**config.mk**
```make
export PLATFORM = sky130hd
export DESIGN_NAME = packed_pattern_row_decoder
export DESIGN_NICKNAME = d
export VERILOG_FILES = /design/src/sv/ppr_pkg.sv /design/src/sv/packed_pattern_row_decoder.sv /design/src/sv/ppr_ram.sv
export VERILOG_INCLUDE_DIRS = /design/src /design/src/sv
export SDC_FILE = /design/constraint.sdc
export NUM_CORES = 2
export LEC_CHECK = 0
export ABC_AREA = 1
export BUFFER_PORTS_ARGS = -buffer_cell sky130_fd_sc_hd__buf_4
export CAP_MARGIN = 25
export CORE_ASPECT_RATIO = 1.2
export CORE_UTILIZATION = 60
export DETAILED_ROUTE_END_ITERATION = 10
export HOLD_SLACK_MARGIN = 0.15
export PLACE_DENSITY_LB_ADDON = 0.3
export SKIP_CTS_REPAIR_TIMING = 1
export SYNTH_ARGS = -nofsm -noshare
export SYNTH_HDL_FRONTEND = slang
export SYNTH_SLANG_ARGS = --single-unit
export TNS_END_PERCENT = 30
```
**constraint.sdc**
```tcl
create_clock -name clk -period 6.4 [get_ports clk]
set_clock_uncertainty 0.15 [all_clocks]
set_input_delay 0.32 -clock clk [delete_from_list [all_inputs] [get_ports clk]]
set_output_delay 0.32 -clock clk [all_outputs]
set_load 0.005 [all_outputs]
```
**src/sv/assert_macros.svh**
```systemverilog
// Concurrent assertion helpers, reset masks the check.
`ifndef ASSERT_MACROS_SVH
`define ASSERT_MACROS_SVH

// Same-cycle implication.
`define PPR_ASSERT(label, clk, rst, ante, cons) \
  label: assert property (@(posedge clk) disable iff (rst) (ante) |-> (cons)) \
    else $error("same-cycle check failed");

// Next-cycle implication.
`define PPR_ASSERT_NEXT(label, clk, rst, ante, cons) \
  label: assert property (@(posedge clk) disable iff (rst) (ante) |=> (cons)) \
    else $error("next-cycle check failed");

`endif

```
**src/sv/ppr_pkg.sv**
```systemverilog
package ppr_pkg;

  localparam logic [1:0] CMD_DATA  = 2'd0;
  localparam logic [1:0] CMD_START = 2'd1;
  localparam logic [1:0] CMD_EMPTY = 2'd2;

  typedef struct packed {
    logic [1:0] command;
    logic [7:0] data_byte;
  } pat_t;

  typedef struct packed {
    logic [4:0] channel_index;
    logic [7:0] note_byte;
    logic [7:0] instrument;
    logic [7:0] volume;
    logic [7:0] effect_code;
    logic [7:0] effect_info;
    logic       last;
  } row_t;

  typedef struct packed {
    logic [7:0] note_byte;
    logic [7:0] instrument;
    logic [7:0] volume;
    logic [7:0] effect_code;
    logic [7:0] effect_info;
  } entry_t;

  localparam entry_t EMPTY_ENTRY = '{
    note_byte:   8'hff,
    instrument:  8'h00,
    volume:      8'hff,
    effect_code: 8'hff,
    effect_info: 8'h00
  };

endpackage

```
**src/sv/packed_pattern_row_decoder.sv**
```systemverilog
// Channel  Direction  Handshake            Payload
// pat      in         pat_valid/pat_ready  ppr_pkg::pat_t (command, data_byte)
// row      out        row_valid/row_ready  ppr_pkg::row_t (one channel entry)
// cfg      in         cfg_we               cfg_wdata = channel_count
//
// A field byte reads the row store entry, then merges and writes it back in S_RMW
// when its channel is below MAX_CHANNELS. Channel bytes, skipped header bytes,
// pattern starts and ignored codes are handled within S_IDLE. A row end or an empty
// row emits each channel through S_RD then S_LD, paced by the store's read port and
// held while row_ready stays low; pat_ready is low until the last beat is registered.
// Reset is synchronous; row store entries carry valid bits instead of being cleared.
`include "assert_macros.svh"

module packed_pattern_row_decoder #(
  parameter int MAX_CHANNELS = 32
) (
  input  logic          clk,
  input  logic          rst,
  input  logic          pat_valid,
  output logic          pat_ready,
  input  ppr_pkg::pat_t pat,
  output logic          row_valid,
  input  logic          row_ready,
  output ppr_pkg::row_t row,
  input  logic          cfg_we,
  input  logic [5:0]    cfg_wdata
);

  localparam int AW = (MAX_CHANNELS > 1) ? $clog2(MAX_CHANNELS) : 1;
  localparam logic [5:0] MAXC = 6'(MAX_CHANNELS);
  localparam int EW = $bits(ppr_pkg::entry_t);

  localparam logic [1:0] S_IDLE = 2'd0;
  localparam logic [1:0] S_RMW  = 2'd1;
  localparam logic [1:0] S_RD   = 2'd2;
  localparam logic [1:0] S_LD   = 2'd3;

  localparam logic [2:0] PH_CHAN = 3'd0;
  localparam logic [2:0] PH_NOTE = 3'd1;
  localparam logic [2:0] PH_INST = 3'd2;
  localparam logic [2:0] PH_VOL  = 3'd3;
  localparam logic [2:0] PH_CMD  = 3'd4;
  localparam logic [2:0] PH_INFO = 3'd5;

  localparam logic [2:0] SL_NOTE = 3'd0;
  localparam logic [2:0] SL_INST = 3'd1;
  localparam logic [2:0] SL_VOL  = 3'd2;
  localparam logic [2:0] SL_CMD  = 3'd3;
  localparam logic [2:0] SL_INFO = 3'd4;

  logic [1:0]              state;
  logic [2:0]              phase;
  logic [2:0]              pending;
  logic [1:0]              hskip;
  logic [4:0]              cur;
  logic [5:0]              chan_cnt;
  logic [MAX_CHANNELS-1:0] vld;
  logic [AW-1:0]           k;
  logic [2:0]              slot;
  logic [7:0]              wbyte;

  logic [AW-1:0]           cur_a;
  logic                    chan_ok;
  logic [5:0]              act_n;
  logic                    last_k;
  logic                    load;
  logic                    we;
  logic [AW-1:0]           raddr;
  logic [EW-1:0]           rdata;
  ppr_pkg::entry_t         rd_entry;
  ppr_pkg::entry_t         old_entry;
  ppr_pkg::entry_t         merged;
  logic [5:0]              adv;

  function automatic logic [5:0] advance(input logic [2:0] pend);
    logic [5:0] r;
    if (pend[0]) begin
      r = {PH_NOTE, pend & 3'b110};
    end else if (pend[1]) begin
      r = {PH_VOL, pend & 3'b100};
    end else if (pend[2]) begin
      r = {PH_CMD, 3'b000};
    end else begin
      r = {PH_CHAN, 3'b000};
    end
    return r;
  endfunction

  assign cur_a     = cur[AW-1:0];
  assign chan_ok   = {1'b0, cur} < MAXC;
  assign pat_ready = (state == S_IDLE);
  assign we        = (state == S_RMW);
  assign raddr     = (state == S_IDLE || state == S_RMW) ? cur_a : k;
  assign load      = (state == S_LD) && (!row_valid || row_ready);
  assign last_k    = (6'(k) + 6'd1) == act_n;
  assign adv       = advance(pending);

  always_comb begin
    if (chan_cnt == 6'd0) begin
      act_n = 6'd1;
    end else if (chan_cnt > MAXC) begin
      act_n = MAXC;
    end else begin
      act_n = chan_cnt;
    end
  end

  always_comb begin
    rd_entry  = vld[k] ? ppr_pkg::entry_t'(rdata) : ppr_pkg::EMPTY_ENTRY;
    old_entry = vld[cur_a] ? ppr_pkg::entry_t'(rdata) : ppr_pkg::EMPTY_ENTRY;
    merged    = old_entry;
    case (slot)
      SL_NOTE: merged.note_byte   = wbyte;
      SL_INST: merged.instrument  = wbyte;
      SL_VOL:  merged.volume      = wbyte;
      SL_CMD:  merged.effect_code = wbyte;
      SL_INFO: merged.effect_info = wbyte;
      default: merged = old_entry;
    endcase
  end

  ppr_ram #(
    .WIDTH(EW),
    .DEPTH(MAX_CHANNELS)
  ) u_store (
    .clk  (clk),
    .we   (we),
    .waddr(cur_a),
    .wdata(merged),
    .raddr(raddr),
    .rdata(rdata)
  );

  always_ff @(posedge clk) begin
    if (rst) begin
      state     <= S_IDLE;
      phase     <= PH_CHAN;
      pending   <= 3'd0;
      hskip     <= 2'd0;
      cur       <= 5'd0;
      chan_cnt  <= 6'd32;
      vld       <= '0;
      k         <= '0;
      row_valid <= 1'b0;
    end else begin
      if (cfg_we) begin
        chan_cnt <= cfg_wdata;
      end
      if (load) begin
        row_valid <= 1'b1;
      end else if (row_ready) begin
        row_valid <= 1'b0;
      end
      case (state)
        S_IDLE: begin
          if (pat_valid) begin
            case (pat.command)
              ppr_pkg::CMD_START: begin
                vld     <= '0;
                phase   <= PH_CHAN;
                pending <= 3'd0;
                hskip   <= 2'd2;
              end
              ppr_pkg::CMD_EMPTY: begin
                vld     <= '0;
                phase   <= PH_CHAN;
                pending <= 3'd0;
                hskip   <= 2'd0;
                k       <= '0;
                state   <= S_RD;
              end
              ppr_pkg::CMD_DATA: begin
                wbyte <= pat.data_byte;
                if (hskip != 2'd0) begin
                  hskip <= hskip - 2'd1;
                end else begin
                  case (phase)
                    PH_NOTE: begin
                      slot  <= SL_NOTE;
                      phase <= PH_INST;
                      if (chan_ok) state <= S_RMW;
                    end
                    PH_INST: begin
                      slot               <= SL_INST;
                      {phase, pending}   <= adv;
                      if (chan_ok) state <= S_RMW;
                    end
                    PH_VOL: begin
                      slot               <= SL_VOL;
                      {phase, pending}   <= adv;
                      if (chan_ok) state <= S_RMW;
                    end
                    PH_CMD: begin
                      slot  <= SL_CMD;
                      phase <= PH_INFO;
                      if (chan_ok) state <= S_RMW;
                    end
                    PH_INFO: begin
                      slot               <= SL_INFO;
                      {phase, pending}   <= adv;
                      if (chan_ok) state <= S_RMW;
                    end
                    default: begin
                      if (pat.data_byte == 8'd0) begin
                        phase   <= PH_CHAN;
                        pending <= 3'd0;
                        k       <= '0;
                        state   <= S_RD;
                      end else begin
                        cur              <= pat.data_byte[4:0];
                        {phase, pending} <= advance(pat.data_byte[7:5]);
                      end
                    end
                  endcase
                end
              end
              default: begin
              end
            endcase
          end
        end
        S_RMW: begin
          vld[cur_a] <= 1'b1;
          state      <= S_IDLE;
        end
        S_RD: begin
          state <= S_LD;
        end
        S_LD: begin
          if (load) begin
            if (last_k) begin
              vld   <= '0;
              state <= S_IDLE;
            end else begin
              k     <= k + AW'(1);
              state <= S_RD;
            end
          end
        end
        default: begin
          state <= S_IDLE;
        end
      endcase
    end
  end

  always_ff @(posedge clk) begin
    if (load) begin
      row.channel_index <= 5'(k);
      row.note_byte     <= rd_entry.note_byte;
      row.instrument    <= rd_entry.instrument;
      row.volume        <= rd_entry.volume;
      row.effect_code   <= rd_entry.effect_code;
      row.effect_info   <= rd_entry.effect_info;
      row.last          <= last_k;
    end
  end

  `PPR_ASSERT_NEXT(a_rmw_one_cycle, clk, rst, state == S_RMW, state == S_IDLE)
  `PPR_ASSERT_NEXT(a_store_cleared_after_row, clk, rst, load && last_k, vld == '0 && row_valid)
  `PPR_ASSERT(a_emit_index_in_range, clk, rst, state == S_RD || state == S_LD, 6'(k) < act_n)

endmodule

```
**src/sv/ppr_ram.sv**
```systemverilog
module ppr_ram #(
  parameter int WIDTH = 40,
  parameter int DEPTH = 32
) (
  input  logic                                   clk,
  input  logic                                   we,
  input  logic [((DEPTH > 1) ? $clog2(DEPTH) : 1)-1:0] waddr,
  input  logic [WIDTH-1:0]                       wdata,
  input  logic [((DEPTH > 1) ? $clog2(DEPTH) : 1)-1:0] raddr,
  output logic [WIDTH-1:0]                       rdata
);

  logic [WIDTH-1:0] mem [DEPTH];

  always_ff @(posedge clk) begin
    if (we) begin
      mem[waddr] <= wdata;
    end
    rdata <= mem[raddr];
  end

endmodule
```
==> insert_results.sql <==
INSERT INTO impl_metrics (metric_group, metric, value, unit) VALUES
('power_and_ir_drop', 'max-vdd-ir-drop', '0.000271', 'V'),
('setup_path', 'path_buf_inv', '4', ''),
('floorplanning', 'core_region_area', '96800', 'sq um'),
('place', 'gp_congestion', '0.825', ''),
('setup_path', 'startpoint_type', 'flop', ''),
('floorplanning', 'floorplan.die_area', '99100', 'sq um'),
('global_routing', 'largest_net_degree_at_the_start_of_global_routing', '261', ''),
('drt', 'post-route-drc-count', '0', ''),
('place', 'pre_cts_ws', '2.21', 'ns'),
('setup_path', 'reg2reg_to', 'u_store.rdata[16]$_DFF_P_', ''),
('place', 'dp.cells', '5770', ''),
('drt', 'avgRoutedWirePerCell', '26.3', 'microns'),
('place', 'portBuffers', '68', ''),
('setup_path', 'cpLargestDelayFamily', 'buffers and inverters', ''),
('synth', 'synth_cell_types', '36', ''),
('clocking', 'tritoncts', 'yes', ''),
('sta', 'layout_worst_path_cycle_share', '69.3', '%'),
('sta', 'setup-violations-final', '0', ''),
('synth', 'postSynthCellCount', '4660', ''),
('global_routing', 'grt_remaining_overflow', '0', ''),
('synth', 'synth-compound-area-share', '11.7', '%'),
('clocking', 'insertion_delay', '0.76', 'ns'),
('layout', 'layout-area-overhead-vs-synth', '11.6', '%'),
('setup_path', 'crit_path_end_kind', 'flop', ''),
('sta', 'timing_worst_slew_pin_value', '1.13', 'ns'),
('floorplanning', 'placementRows', '125', ''),
('setup_path', 'timing.setup.critical_path_class', 'reg -> reg', ''),
('synth', 'parity_gate_share_of_the_synthesized_area_counting_xor_and_xnor_cells', '0.0426', '%'),
('sta', 'timing_hold_violations_final', '0', ''),
('drt', 'dr.pass1.iters', '6', ''),
('power_and_ir_drop', 'pwr-share-comb', '17.5', '%'),
('setup_path', 'r2r_start', 'state[1]$_SDFFE_PP0P_', ''),
('drt', 'routed_via_density', '6.51', ''),
('sta', 'max_freq', '0.226', 'GHz'),
('setup_path', 'crit_path_start', 'state[1]$_SDFFE_PP0P_', ''),
('synth', 'ys_ff_latch', '1435', ''),
('layout', 'num-fill-cells', '6560', ''),
('sta', 'maxSlewHeadroom', '24.5', '%'),
('run_status', 'run_status', 'finished clean', ''),
('layout', 'nets', '4710', ''),
('layout', 'utilization', '67.6', '%'),
('global_routing', 'grtUsageTotal', '32.0', '%'),
('layout', 'final-seq-area', '42100', 'sq um'),
('place', 'dpl-instance-area', '60400', 'sq um'),
('setup_path', 'worst-path-max-fanout', '260', ''),
('power_and_ir_drop', 'power.net_switching', '6.72', 'mW'),
('power_and_ir_drop', 'switching_share', '28.0', '%'),
('clocking', 'clkSlewWorstSetupHoldPaths', '0.06', 'ns'),
('global_routing', 'grt_first_pass_wirelength', '232000', 'microns'),
('clocking', 'cts.sinks', '1435', ''),
('power_and_ir_drop', 'int_power', '17.3', 'mW'),
('power_and_ir_drop', 'p_clk_share', '34.3', '%'),
('clocking', 'number_of_buffers_created_by_cts', '135', ''),
('floorplanning', 'start_util', '60.6', '%'),
('setup_path', 'critical_path.max_stage_delay', '0.74', 'ns'),
('power_and_ir_drop', 'seqPwrFrac', '48.2', '%'),
('synth', 'muxShareOfSynthArea', '0', '%'),
('setup_path', 'reg2reg_slack', '1.97', 'ns'),
('sta', 'final.setup.tns', '0', 'ns'),
('setup_path', 'worst_r2r_path_depth', '14', ''),
('setup_path', 'crit_top_cell', 'sky130_fd_sc_hd__nand2_1', ''),
('synth', 'syn_nets', '4690', ''),
('sta', 'timing.final.crit_period', '4.43', 'ns'),
('clocking', 'clk_path_buf_depth', '3', ''),
('global_routing', 'grt_pass1_vias', '37100', ''),
('drt', 'initialDrtViolationCount', '5074', ''),
('floorplanning', 'die-width', '287', 'microns'),
('sta', 'timing.final.max_slew_violations', '0', ''),
('place', 'dpl.hpwl', '70100', 'microns'),
('layout', 'drive_gt1_share', '10.3', '%'),
('sta', 'final.hold.worst_slack', '0.204', 'ns');
flip-flops by register name (all words and copies together) (netlist names):
register / cells
chan_cnt: 6
cur: 5
hskip: 2
k: 5
pending: 2
phase: 3
row: 46
row_valid: 1
slot: 3
state: 2
u_store.mem: 1280
u_store.rdata: 40
vld: 32
wbyte: 8
power groups by stage:
stage / registers, mW / clock network, mW / logic [mW]
3_3_place_gp: 11.8 / 0 / 3.92
3_5_place_dp: 11.8 / 0 / 4.03
6_report: 11.6 / 8.22 / 4.19
4_1_cts: 11.6 / 8.25 / 4.07
2_1_floorplan: 11.7 / 0 / 2.83
5_1_grt: 11.6 / 8.61 / 4.60
placed cells by master (no fill, tap or decap), types with 137 or more instances in the layout:
cell type / n
sky130_fd_sc_hd__buf_4: 147
sky130_fd_sc_hd__clkbuf_16: 138
sky130_fd_sc_hd__edfxtp_1: 1337
sky130_fd_sc_hd__inv_1: 137
sky130_fd_sc_hd__nand2_1: 646
sky130_fd_sc_hd__nand3_1: 251
sky130_fd_sc_hd__nor2_1: 396
sky130_fd_sc_hd__o211ai_1: 520
sky130_fd_sc_hd__o21ai_0: 306
sky130_fd_sc_hd__or2_1: 139
worst min path at each step:
stage | start | end | depth (start not counted)
after floorplan | rst | k[4]$_SDFFE_PP0P_ | 1
after global placement | hskip[1]$_SDFFE_PP0P_ | hskip[1]$_SDFFE_PP0P_ | 2
after detailed placement | chan_cnt[0]$_SDFFE_PP0P_ | chan_cnt[0]$_SDFFE_PP0P_ | 2
after CTS | cfg_wdata[5] | chan_cnt[5]$_SDFFE_PP1P_ | 3
after global routing | pat[0] | wbyte[0]$_DFFE_PP_ | 2
final | pat[0] | wbyte[0]$_DFFE_PP_ | 2
area by class of cell:
class                           instances  area share [%]
Inverter                              147           0.890
Tap cell                             1270            2.43
Sequential cell                      1435            64.3
Clock buffer                          172            5.65
Clock inverter                         75            1.34
Multi-Input combinational cell       2759            22.6
Antenna cell                            2         0.00764
Timing Repair Buffer                  202            2.75
cell families (layout without fill, tap and decap cells):
logic type | count (synthesis) | after routing
AO/OA/AOI/OAI | 1069 | 1069
AND/OR/NAND/NOR | 1679 | 1679
buffers and inverters | 466 | 596
XOR/XNOR | 2 | 2
other | 0 | 2
adder cells (fa/ha/maj) | 9 | 9
flip-flops | 1435 | 1435
per-layer routing:
| layer | share of wire, % | wire [microns] | GRT usage [%] |
|---|---|---|---|
| met5 | 0 | 0 | 0 |
| met4 | 5.2 | 8330 | 16.8 |
| met3 | 12 | 18500 | 6.11 |
| met2 | 47 | 75300 | 50.8 |
| met1 | 36 | 57200 | 42.2 |
synth_stat cells:
cell type                  count  area [sq um]
sky130_fd_sc_hd__nand3_2       2          20.0
sky130_fd_sc_hd__o22ai_1      18           113
sky130_fd_sc_hd__nand2_2       2          12.5
sky130_fd_sc_hd__o211ai_1    520          3900
sky130_fd_sc_hd__xnor2_1       1          8.76
sky130_fd_sc_hd__buf_6        13           146
sky130_fd_sc_hd__clkinv_2      1          5.00
sky130_fd_sc_hd__nor2_1      397          1490
sky130_fd_sc_hd__or2_0        91           569
sky130_fd_sc_hd__o21ai_2       2          17.5
sky130_fd_sc_hd__a221oi_1      1          8.76
sky130_fd_sc_hd__clkinv_1      3          11.3
sky130_fd_sc_hd__buf_1        10          37.5
sky130_fd_sc_hd__clkbuf_2      4          20.0
sky130_fd_sc_hd__o21ai_1      89           445
sky130_fd_sc_hd__xnor2_2       1          16.3
sky130_fd_sc_hd__dfxtp_1      98          1960
sky130_fd_sc_hd__nand2_1     647          2430
sky130_fd_sc_hd__o21ai_0     306          1530
sky130_fd_sc_hd__edfxtp_1   1337         40100
sky130_fd_sc_hd__ha_1          9           113
sky130_fd_sc_hd__nand3b_1      2          15.0
sky130_fd_sc_hd__nor3_1       43           215
sky130_fd_sc_hd__inv_2         5          18.8
sky130_fd_sc_hd__inv_1       138           518
sky130_fd_sc_hd__buf_4         6          45.0
sky130_fd_sc_hd__nand4_1      42           263
sky130_fd_sc_hd__a21oi_1      66           330
sky130_fd_sc_hd__nor2_8        1          20.0
sky130_fd_sc_hd__buf_2       124           621
sky130_fd_sc_hd__nand3_1     251          1260
sky130_fd_sc_hd__clkbuf_1    162           608
sky130_fd_sc_hd__nor3_2        1          10.0
sky130_fd_sc_hd__or2_2        61           382
sky130_fd_sc_hd__or2_1       139           870
sky130_fd_sc_hd__o21bai_1     67           503
No activity file was read; power rests on OpenSTA's default activity.
